<file path="src/skt_pkg.sv">
`timescale 1ns / 1ps
// skt_pkg: field widths, command and status codes, entry type and sequencer states
// for the sorted key table; no dependencies

package skt_pkg;

  localparam int CMD_W    = 2;
  localparam int KEY_W    = 31;
  localparam int HANDLE_W = 16;
  localparam int STATUS_W = 3;
  localparam int FILL_W   = 6;

  localparam logic [CMD_W-1:0] CMD_INSERT    = 2'd0;
  localparam logic [CMD_W-1:0] CMD_DELETE    = 2'd1;
  localparam logic [CMD_W-1:0] CMD_LIST_ALL  = 2'd2;
  localparam logic [CMD_W-1:0] CMD_LIST_FLAG = 2'd3;

  localparam logic [STATUS_W-1:0] ST_DONE     = 3'd0;
  localparam logic [STATUS_W-1:0] ST_FULL     = 3'd1;
  localparam logic [STATUS_W-1:0] ST_NOTFOUND = 3'd2;
  localparam logic [STATUS_W-1:0] ST_ENTRY    = 3'd3;
  localparam logic [STATUS_W-1:0] ST_EMPTY    = 3'd4;

  typedef struct packed {
    logic [KEY_W-1:0]    key;
    logic [HANDLE_W-1:0] handle;
    logic                flag;
  } entry_t;

  typedef enum logic [2:0] {
    S_IDLE,
    S_INS_RD,
    S_INS_CMP,
    S_DEL_RD,
    S_DEL_CMP,
    S_LST_RD,
    S_LST_CMP,
    S_RESP
  } state_t;

endpackage

</file>
<file path="src/skt_ifs.sv">
`timescale 1ns / 1ps
// skt_in_if and skt_out_if: valid/ready channels for command beats and result beats
// depends on skt_pkg

interface skt_in_if import skt_pkg::*; ();
  logic                valid;
  logic                ready;
  logic [CMD_W-1:0]    cmd;
  logic [KEY_W-1:0]    key;
  logic [HANDLE_W-1:0] record_handle;
  logic                unvaccinated;

  modport source (output valid, cmd, key, record_handle, unvaccinated, input ready);
  modport sink   (input valid, cmd, key, record_handle, unvaccinated, output ready);
endinterface

interface skt_out_if import skt_pkg::*; ();
  logic                valid;
  logic                ready;
  logic [STATUS_W-1:0] status;
  logic [KEY_W-1:0]    entry_key;
  logic [HANDLE_W-1:0] entry_handle;
  logic                entry_flag;
  logic [FILL_W-1:0]   fill_count;
  logic                last;

  modport source (output valid, status, entry_key, entry_handle, entry_flag, fill_count, last,
                  input ready);
  modport sink   (input valid, status, entry_key, entry_handle, entry_flag, fill_count, last,
                  output ready);
endinterface

</file>
<file path="src/sorted_key_table_unit.sv">
`timescale 1ns / 1ps
// sorted_key_table_unit: sorted table of key/handle/flag entries in one synchronous memory
// depends on skt_pkg and the channel interfaces in skt_ifs

// The table holds up to DEPTH entries in ascending key order in a single memory with one
// write and one registered read port. Every command takes one beat and works through the
// memory one entry at a time (read, then compare and, when an entry moves or lands, write):
// insert scans from the top down and moves every larger key one slot up; delete scans
// from the bottom for the first equal key and moves the rest of the table down; a listing
// reads every held entry. A full insert answers ST_FULL without touching the memory.
// A new command beat is taken once the previous command has handed its final result to the
// output register, so the input side does not wait on a slow result consumer beyond that.
// Listings hold back one matched entry so the final one can carry last. After reset the
// table is empty and no clearing pass is needed: only entries below the fill count are read.

module sorted_key_table_unit import skt_pkg::*; #(
  parameter int DEPTH = 32
) (
  input  logic       clk,
  input  logic       rst_n,
  skt_in_if.sink     in_ch,
  skt_out_if.source  out_ch
);

  localparam int AW = (DEPTH > 1) ? $clog2(DEPTH) : 1;
  localparam int CW = $clog2(DEPTH + 1);

  // entry memory, read data registered
  entry_t mem [DEPTH];
  entry_t rd_data_r;

  logic          mem_we;
  logic [AW-1:0] mem_waddr;
  entry_t        mem_wdata;
  logic          mem_re;
  logic [AW-1:0] mem_raddr;

  // sequencer and command registers
  state_t              state_r, state_nxt;
  logic [CMD_W-1:0]    cmd_r, cmd_nxt;
  entry_t              new_r, new_nxt;
  logic [CW-1:0]       idx_r, idx_nxt;
  logic [CW-1:0]       count_r, count_nxt;
  logic                found_r, found_nxt;
  logic                pend_valid_r, pend_valid_nxt;
  entry_t              pend_r, pend_nxt;
  logic [STATUS_W-1:0] resp_r, resp_nxt;

  // result register
  logic                out_valid_r;
  logic [STATUS_W-1:0] out_status_r;
  entry_t              out_entry_r;
  logic [FILL_W-1:0]   out_fill_r;
  logic                out_last_r;

  logic                emit;
  logic [STATUS_W-1:0] emit_status;
  entry_t              emit_entry;
  logic                emit_last;

  logic          out_free;
  logic          accept;
  logic [CW-1:0] idx_dec;
  logic          list_match;

  assign out_free   = !out_valid_r || out_ch.ready;
  assign accept     = in_ch.valid && in_ch.ready;
  assign idx_dec    = idx_r - 1'b1;
  assign list_match = (cmd_r == CMD_LIST_ALL) || rd_data_r.flag;

  assign in_ch.ready = (state_r == S_IDLE);

  // next state
  always_comb begin
    state_nxt = state_r;
    case (state_r)
      S_IDLE: begin
        if (in_ch.valid) begin
          case (in_ch.cmd)
            CMD_INSERT: state_nxt = (count_r == CW'(DEPTH)) ? S_RESP : S_INS_RD;
            CMD_DELETE: state_nxt = S_DEL_RD;
            default:    state_nxt = S_LST_RD;
          endcase
        end
      end
      S_INS_RD:  state_nxt = (idx_r == '0) ? S_RESP : S_INS_CMP;
      S_INS_CMP: state_nxt = (rd_data_r.key > new_r.key) ? S_INS_RD : S_RESP;
      S_DEL_RD:  state_nxt = (idx_r == count_r) ? S_RESP : S_DEL_CMP;
      S_DEL_CMP: state_nxt = S_DEL_RD;
      S_LST_RD: begin
        if (idx_r != count_r) begin
          state_nxt = S_LST_CMP;
        end else if (out_free) begin
          state_nxt = S_IDLE;
        end
      end
      S_LST_CMP: begin
        if (!(list_match && pend_valid_r && !out_free)) begin
          state_nxt = S_LST_RD;
        end
      end
      S_RESP: begin
        if (out_free) begin
          state_nxt = S_IDLE;
        end
      end
      default: state_nxt = S_IDLE;
    endcase
  end

  // datapath, memory strobes and result beats
  always_comb begin
    cmd_nxt        = cmd_r;
    new_nxt        = new_r;
    idx_nxt        = idx_r;
    count_nxt      = count_r;
    found_nxt      = found_r;
    pend_valid_nxt = pend_valid_r;
    pend_nxt       = pend_r;
    resp_nxt       = resp_r;
    mem_we         = 1'b0;
    mem_waddr      = idx_r[AW-1:0];
    mem_wdata      = new_r;
    mem_re         = 1'b0;
    mem_raddr      = idx_r[AW-1:0];
    emit           = 1'b0;
    emit_status    = ST_DONE;
    emit_entry     = '0;
    emit_last      = 1'b1;
    case (state_r)
      S_IDLE: begin
        if (accept) begin
          cmd_nxt        = in_ch.cmd;
          new_nxt        = '{key: in_ch.key, handle: in_ch.record_handle,
                             flag: in_ch.unvaccinated};
          idx_nxt        = (in_ch.cmd == CMD_INSERT) ? count_r : '0;
          found_nxt      = 1'b0;
          pend_valid_nxt = 1'b0;
          resp_nxt       = ST_FULL;
        end
      end
      S_INS_RD: begin
        if (idx_r == '0) begin
          // new key is below everything left: goes to the front
          mem_we    = 1'b1;
          count_nxt = count_r + 1'b1;
          resp_nxt  = ST_DONE;
        end else begin
          mem_re    = 1'b1;
          mem_raddr = idx_dec[AW-1:0];
        end
      end
      S_INS_CMP: begin
        mem_we = 1'b1;
        if (rd_data_r.key > new_r.key) begin
          // larger key moves up one slot
          mem_wdata = rd_data_r;
          idx_nxt   = idx_dec;
        end else begin
          // equal or smaller key below: new entry lands just above it
          count_nxt = count_r + 1'b1;
          resp_nxt  = ST_DONE;
        end
      end
      S_DEL_RD: begin
        if (idx_r == count_r) begin
          resp_nxt = found_r ? ST_DONE : ST_NOTFOUND;
          if (found_r) begin
            count_nxt = count_r - 1'b1;
          end
        end else begin
          mem_re = 1'b1;
        end
      end
      S_DEL_CMP: begin
        if (found_r) begin
          // close the gap
          mem_we    = 1'b1;
          mem_waddr = idx_dec[AW-1:0];
          mem_wdata = rd_data_r;
        end else if (rd_data_r.key == new_r.key) begin
          found_nxt = 1'b1;
        end
        idx_nxt = idx_r + 1'b1;
      end
      S_LST_RD: begin
        if (idx_r == count_r) begin
          if (out_free) begin
            emit        = 1'b1;
            emit_status = pend_valid_r ? ST_ENTRY : ST_EMPTY;
            emit_entry  = pend_valid_r ? pend_r : '0;
          end
        end else begin
          mem_re = 1'b1;
        end
      end
      S_LST_CMP: begin
        if (!list_match) begin
          idx_nxt = idx_r + 1'b1;
        end else if (!pend_valid_r || out_free) begin
          // a later match exists, so the held one is not last
          if (pend_valid_r) begin
            emit        = 1'b1;
            emit_status = ST_ENTRY;
            emit_entry  = pend_r;
            emit_last   = 1'b0;
          end
          pend_nxt       = rd_data_r;
          pend_valid_nxt = 1'b1;
          idx_nxt        = idx_r + 1'b1;
        end
      end
      S_RESP: begin
        if (out_free) begin
          emit        = 1'b1;
          emit_status = resp_r;
        end
      end
      default: ;
    endcase
  end

  // memory: one write, one registered read
  always_ff @(posedge clk) begin
    if (mem_we) begin
      mem[mem_waddr] <= mem_wdata;
    end
    if (mem_re) begin
      rd_data_r <= mem[mem_raddr];
    end
  end

  always_ff @(posedge clk) begin
    if (!rst_n) begin
      state_r      <= S_IDLE;
      count_r      <= '0;
      found_r      <= 1'b0;
      pend_valid_r <= 1'b0;
      out_valid_r  <= 1'b0;
    end else begin
      state_r      <= state_nxt;
      count_r      <= count_nxt;
      found_r      <= found_nxt;
      pend_valid_r <= pend_valid_nxt;
      if (emit) begin
        out_valid_r <= 1'b1;
      end else if (out_ch.ready) begin
        out_valid_r <= 1'b0;
      end
    end
  end

  // payload registers
  always_ff @(posedge clk) begin
    cmd_r  <= cmd_nxt;
    new_r  <= new_nxt;
    idx_r  <= idx_nxt;
    pend_r <= pend_nxt;
    resp_r <= resp_nxt;
    if (emit) begin
      out_status_r <= emit_status;
      out_entry_r  <= emit_entry;
      out_fill_r   <= FILL_W'(count_r);
      out_last_r   <= emit_last;
    end
  end

  assign out_ch.valid        = out_valid_r;
  assign out_ch.status       = out_status_r;
  assign out_ch.entry_key    = out_entry_r.key;
  assign out_ch.entry_handle = out_entry_r.handle;
  assign out_ch.entry_flag   = out_entry_r.flag;
  assign out_ch.fill_count   = out_fill_r;
  assign out_ch.last         = out_last_r;

endmodule

</file>
<file path="src/flat_wrapper.sv">
// flat-port wrapper written by rule: the top's interface ports become plain ports
module sorted_key_table_unit_flat import skt_pkg::*;
#(
  parameter int DEPTH = 32
)
  (clk, rst_n, in_ch_valid, in_ch_cmd, in_ch_key, in_ch_record_handle, in_ch_unvaccinated, in_ch_ready, out_ch_valid, out_ch_status, out_ch_entry_key, out_ch_entry_handle, out_ch_entry_flag, out_ch_fill_count, out_ch_last, out_ch_ready);
  skt_in_if in_ch_i ();
  skt_out_if out_ch_i ();
  input  logic clk;
  input  logic rst_n;
  input wire logic [$bits(in_ch_i.valid)-1:0] in_ch_valid;
  input wire logic [$bits(in_ch_i.cmd)-1:0] in_ch_cmd;
  input wire logic [$bits(in_ch_i.key)-1:0] in_ch_key;
  input wire logic [$bits(in_ch_i.record_handle)-1:0] in_ch_record_handle;
  input wire logic [$bits(in_ch_i.unvaccinated)-1:0] in_ch_unvaccinated;
  output wire logic [$bits(in_ch_i.ready)-1:0] in_ch_ready;
  output wire logic [$bits(out_ch_i.valid)-1:0] out_ch_valid;
  output wire logic [$bits(out_ch_i.status)-1:0] out_ch_status;
  output wire logic [$bits(out_ch_i.entry_key)-1:0] out_ch_entry_key;
  output wire logic [$bits(out_ch_i.entry_handle)-1:0] out_ch_entry_handle;
  output wire logic [$bits(out_ch_i.entry_flag)-1:0] out_ch_entry_flag;
  output wire logic [$bits(out_ch_i.fill_count)-1:0] out_ch_fill_count;
  output wire logic [$bits(out_ch_i.last)-1:0] out_ch_last;
  input wire logic [$bits(out_ch_i.ready)-1:0] out_ch_ready;
  assign in_ch_i.valid = in_ch_valid;
  assign in_ch_i.cmd = in_ch_cmd;
  assign in_ch_i.key = in_ch_key;
  assign in_ch_i.record_handle = in_ch_record_handle;
  assign in_ch_i.unvaccinated = in_ch_unvaccinated;
  assign in_ch_ready = in_ch_i.ready;
  assign out_ch_valid = out_ch_i.valid;
  assign out_ch_status = out_ch_i.status;
  assign out_ch_entry_key = out_ch_i.entry_key;
  assign out_ch_entry_handle = out_ch_i.entry_handle;
  assign out_ch_entry_flag = out_ch_i.entry_flag;
  assign out_ch_fill_count = out_ch_i.fill_count;
  assign out_ch_last = out_ch_i.last;
  assign out_ch_i.ready = out_ch_ready;
  sorted_key_table_unit #(.DEPTH(DEPTH)) u_core (.clk(clk), .rst_n(rst_n), .in_ch(in_ch_i), .out_ch(out_ch_i));
endmodule
</file>
<file path="config.mk">
export PLATFORM = sky130hd
export DESIGN_NAME = sorted_key_table_unit_flat
export DESIGN_NICKNAME = d
export VERILOG_FILES = /design/src/skt_pkg.sv /design/src/skt_ifs.sv /design/src/sorted_key_table_unit.sv /design/src/flat_wrapper.sv
export SDC_FILE = /design/constraint.sdc
export NUM_CORES = 2
export LEC_CHECK = 0
export BUFFER_PORTS_ARGS = -buffer_cell sky130_fd_sc_hd__buf_2
export CAP_MARGIN = 20
export CORE_ASPECT_RATIO = 0.9
export CORE_MARGIN = 4
export CORE_UTILIZATION = 45
export DETAILED_ROUTE_END_ITERATION = 8
export SETUP_SLACK_MARGIN = 0.4
export SLEW_MARGIN = 20
export SYNTH_ARGS = -nofsm -noshare
export SYNTH_HDL_FRONTEND = slang
export SYNTH_SLANG_ARGS = --single-unit
export TNS_END_PERCENT = 30
</file>
<file path="constraint.sdc">
create_clock -name clk -period 6.01 [get_ports clk]
set_input_delay 0.3005 -clock clk [delete_from_list [all_inputs] [get_ports clk]]
set_output_delay 0.3005 -clock clk [all_outputs]
set_load 0.01 [all_outputs]
</file>
== Word-level counts from Yosys, hierarchy flattened ==
Memory sizes are Yosys's and may differ from the RTL's. A register that Yosys moved wholly into a read port is not among the register bits.
Index checks and enable logic that the tools add are counted.

* Input bits: 54
* Memories: 1
* Bits in writable memories: 1536
* Bits in read-only memories: 0
* Flip-flop bits (word level): 177
* Logic and storage cells: 149
* Latch bits: 0

{| class="wikitable"
|+ Memory list
! memory !! words !! bits a word !! read ports !! clocked after Yosys merged registers in !! write ports !! line !! source
|-
| u_core.mem || 32 || 48 || 1 || 1 || 1 || sorted_key_table_unit.sv:29 || <nowiki>entry_t mem [DEPTH];</nowiki>
|}

* Order comparisons: 1
* Multipliers: 0
* Reduce and logical (&&, ||, !) cells: 27
* Add/sub/neg operators: 4
* Bitwise gates (word level): 0
* Shifts and indexed selects: 0
* Muxes and demuxes: 72
* Div/mod/pow operators: 0
* Equal/unequal tests: 24

{| class="wikitable"
|+ Operators by type and width
! kind !! number
|-
| 48-bit 2-to-1 mux || 7
|-
| 48-bit case mux with 2 select lines || 2
|-
| 6-bit 2-to-1 mux || 9
|-
| 3-bit 2-to-1 mux || 17
|-
| 31-bit == test || 1
|-
| 31-bit > comparator || 1
|-
| 3-bit case mux with 8 select lines || 1
|-
| 6-bit case mux with 4 select lines || 1
|-
| 5-bit 2-to-1 mux || 4
|-
| 1-bit 2-to-1 mux || 19
|-
| 6-bit case mux with 3 select lines || 1
|-
| 6-bit by 1-bit adder with 6-bit output (second input constant) || 2
|-
| 3-bit == test (second input constant) || 4
|-
| 2-bit by 1-bit != test with 1-bit output (second input constant) || 6
|-
| 3-bit case mux with 4 select lines || 1
|-
| 6-bit by 1-bit subtractor with 6-bit output (second input constant) || 2
|-
| 5-bit AND reduction || 2
|-
| 3-bit case mux with 3 select lines || 1
|-
| 2-bit != test (second input constant) || 4
|-
| 4-bit AND reduction || 2
|-
| 4-bit nonzero test || 2
|-
| 3-bit by 2-bit == test with 1-bit output (second input constant) || 2
|-
| 6-bit == test || 1
|-
| 6-bit == test (second input constant) || 1
|-
| 20 further kinds || 35
|}

== Longest topological paths before layout ==
* Word-level depth: 7
* Depth in mapped cells: 13
* Depth with buffers taken out: 12

== Worst setup path before layout ==
No wires, ideal clock.

* Kind: register -> register
* Start point: register u_core.idx_r[0]
* End point: memory u_core.mem[15][0] in the netlist's numbering (enable)
* Data required time: 5.556 ns
* Buffers on the path: 0
* Slack: 1.635 ns
* Data arrival time: 3.921 ns
* Stages on the path, launching flop included: 10
* Cells stage by stage: edfxtp_1 -> clkinv_1 -> ha_1 -> nor3b_4 -> and2_1 -> nand3_1 -> a21oi_1 -> and2_1 -> a21oi_1 -> nor2_1

* Word-level cells in the longest chain between the ends: 5

{| class="wikitable"
|+ RTL lines
! what !! line !! source
|-
| start, declared || sorted_key_table_unit.sv:42 || <nowiki>logic [CW-1:0] idx_r, idx_nxt;</nowiki>
|-
| start signal, assigned || sorted_key_table_unit.sv:257 || <nowiki>idx_r <= idx_nxt;</nowiki>
|-
| parallel branches: the longest is 5 deep, another holds 6-bit by 1-bit subtractor with 6-bit output || -- ||
|-
| end, declared || sorted_key_table_unit.sv:29 ||
|}

Several ways; the timed one is not identified.

==> metrics.md <==
| Metric | Value |
|---|---|
| Minimum clock period | `4990 ps` |
| CP most frequent cell | `a211oi_1` |
| Cells taking the most area after synthesis | `edfxtp_1 (77%), nand2_1 (6.5%), nand3_1 (2.9%), mux2i_1 (2.9%), a32oi_1 (2.5%)` |
| Synth area leader | `edfxtp_1` |
| Routed via count | `41210` |
| Clk_lat worst skew | `810 ps` |
| Skew final | `33.5 ps` |
| Synth Instances | `4683` |
| Clock Tree Buf Depth | `3` |
| Synth top area share | `76.5%` |
| Critical path's largest stage delay | `970 ps` |
| I/O pin total | `114` |
| CP arrival | `5440 ps` |
| Die width | `420 um` |
| Worst relative slew slack | `27.1%` |
| Total wire length | `196000 um` |
| HPWL Detailed | `100000 um` |
| Max Slew Vio Count | `0` |
| DRC Markers | `0` |
| Number of synthesized flops with an enable pin | `1748` |
| Min-Delay Path Class | `in2reg` |
| Initial Utilization | `45.4%` |
| Design Area, Final | `78300 sq um` |
| Critical path peak fanout | `40` |
| Synth unique cells | `62` |
| Total GRT Usage | `24.4%` |
| CP max stage cell | `mux2_1` |
| Yosys Warn Count | `0` |
| Post-synth ARST share | `0%` |
| Sinks on Clock Net | `1760` |
| Gr ovfl total | `0` |
| Slew @ Worst Pin | `1090 ps` |
| Sequential fraction of design power | `39.5%` |
| DR pass1 iterations | `8` |
| Lkg Pwr | `0.0262 uW` |
| Predominant post-synthesis flop cell | `edfxtp_1` |
| Post-CTS Setup Inserts | `0` |
| Combinational share of power | `34.6%` |
| Drt initial violations | `5594` |
| Clock network fraction of total power | `25.9%` |
| Status | `completed` |
| Internal power | `25200 uW` |
| Cell Area, Placed | `72300 sq um` |
| CTS Buf Count | `176` |
| Crit-path cells | `ha_1 > a211oi_1 > nor2_1 > a211oi_1 > o311ai_0 > buf_4 > o21ai_2 > nand3_4 > buf_12 > mux2_1` |
| Max Cap Viol | `0` |
| VDD IR-drop max | `637 uV` |
| Row count | `135` |
| Most common cell in the netlist | `edfxtp_1` |
| Critical Path Sink Type | `flop` |
| Final setup viols | `0` |
| Avg Cell Area, Syn | `14.6 sq um` |
| Routed len/inst | `28.0 um` |
| Power Dens Cells | `514 nW/um^2` |
| Final period util | `83.0%` |
| Final hold violation count | `0` |
| Core box area | `151000 sq um` |
| Routability cong. | `0.800` |
| Synthesized Nets | `4775` |
| Initial antenna violation count | `5` |
| Sequential area share after synthesis | `76.9%` |
| Final setup TNS | `0 ps` |
| RSZ-0062 raised after global routing | `false` |
| Clock Pin Slew Worst Setup and Hold Paths | `60 ps` |
| Post-route ant nets | `0` |
| Net switching power | `15100 uW` |
| Synth-to-layout area growth | `14.2%` |
| F_max | `200 MHz` |
| CTS tree | `done` |
| Largest net degree at the start of global routing | `97` |
| Vias per Instance | `5.90` |
| Switch share | `37.5%` |
| Root Buffer | `clkbuf_16` |
| Post-Syn Area | `68600 sq um` |
| Element type at the critical path start | `flop` |
| Die Height | `378 um` |
| I/O Buffers | `113` |
| Critical path type | `reg2reg` |
| H-Tree Depth | `4` |
| Vias in the first global route | `39123` |
| WP data required | `6460 ps` |
| Net count, final | `4960` |
| Share of cells above drive strength 1 | `10.7%` |
| Yosys reg bits | `1760` |
| Die ar. | `159000 sq um` |
| First-pass GRT wire length | `280000 um` |
| Most frequent cells after synthesis | `edfxtp_1 (1748), nand2_1 (1195), nand3_1 (400)` |
==> cells by family after synthesis <==
kind of cell,Yosys count,synth area share (%)
AOI/OAI and AO/OA,291,3.40
xor gates and xnor gates,19,0.243
and+or+nand+nor,2002,13.0
adders and majority gates,38,0.704
muxes,248,3.83
DFF,1760,76.9
buffers and inverters,325,1.94
==> through the flow <==
stage	hold slack [ps]	setup slack, ps	instances	utilization, %	total power, uW
2_1_floorplan	399	1630	4683	-	24800
3_3_place_gp	428	1070	6621	47.9	29900
3_5_place_dp	430	986	6622	47.9	30000
4_1_cts	137	975	6985	51.8	40400
5_1_grt	162	877	6986	51.8	42100
6_report	201	1020	6986	51.8	40300
==> layout by cell type (no fill, tap or decap), types with 14 or more instances in the layout <==
cell type	instances
a21oi_1	23
a32oi_1	192
and2_1	54
buf_12	44
buf_2	113
buf_4	75
clkbuf_1	41
clkbuf_16	176
clkinv_1	43
clkinv_2	23
dlygate4sd3_1	54
edfxtp_1	1748
ha_1	37
inv_1	43
mux2_1	28
mux2_4	20
mux2i_1	198
nand2_1	1194
nand3_1	400
nand4_1	243
nor2_1	25
nor2_4	36
nor3_1	18
o21ai_0	20
xor2_1	14
==> layout make-up <==
cell class / count / area (sq um)
Fill cell: 12386 / 72700
Inverter: 45 / 170
Clock inverter: 91 / 847
Tap cell: 1986 / 2480
Multi-Input combinational cell: 2598 / 14900
Sequential cell: 1760 / 52700
Antenna cell: 1 / 2.50
Timing Repair Buffer: 287 / 2580
Clock buffer: 218 / 4570
==> state kept, by name, summed over array words and instances (netlist names), 16 cells and up <==
name and count:
u_core.pend_r 48, u_core.rd_data_r 48, u_core.mem 1536, u_core.out_ch.entry_handle 16, u_core.new_r 48, u_core.out_ch.entry_key 31
==> what timing repair did <==
action,CTS,global route
hold endpoints to repair,64,0
resized for setup,0,0
hold buffers,54,0
==> per-layer routing <==
| metal | vias up | GRT usage (%) | routed length, um |
|---|---|---|---|
| met5 | - | 0 | 0 |
| met4 | 0 | 8.32 | 6360 |
| met3 | 295 | 4.20 | 16800 |
| met2 | 2008 | 38.4 | 91500 |
| met1 | 20857 | 34.6 | 81100 |
| li1 | 18050 | - | - |
==> worst max-delay path, delay by kind of cell (launching register included) <==
kind / cells / cell delay, ps
simple gates: 2 / 400
mux: 1 / 970
buf+inv: 2 / 650
compound gates: 4 / 1690
flops: 1 / 480
fa+ha+maj: 1 / 340
==> worst paths after layout <==
path | cells after the start | startpoint | slack [ps] | end
worst max register to register | 10 | u_core.rd_data_r[21] | 1020 | u_core.mem[7][26]
worst max-delay path | 10 | u_core.rd_data_r[21] | 1020 | u_core.mem[7][26]
worst min-delay path | 2 | in_ch_record_handle[7] | 200 | u_core.new_r[8]
worst min register to register | 0 | u_core.rd_data_r[3] | 440 | u_core.pend_r[3]
==> power by group through the flow <==
stage	combinational, uW	sequential [uW]	clock, uW
CTS	13900	15900	10600
global route	15100	15900	11100
global placement	13700	16100	0
detailed placement	13800	16100	0
floorplan	9010	15800	0
finish	13900	15900	10400
No activity file was read; power rests on OpenSTA's default activity.
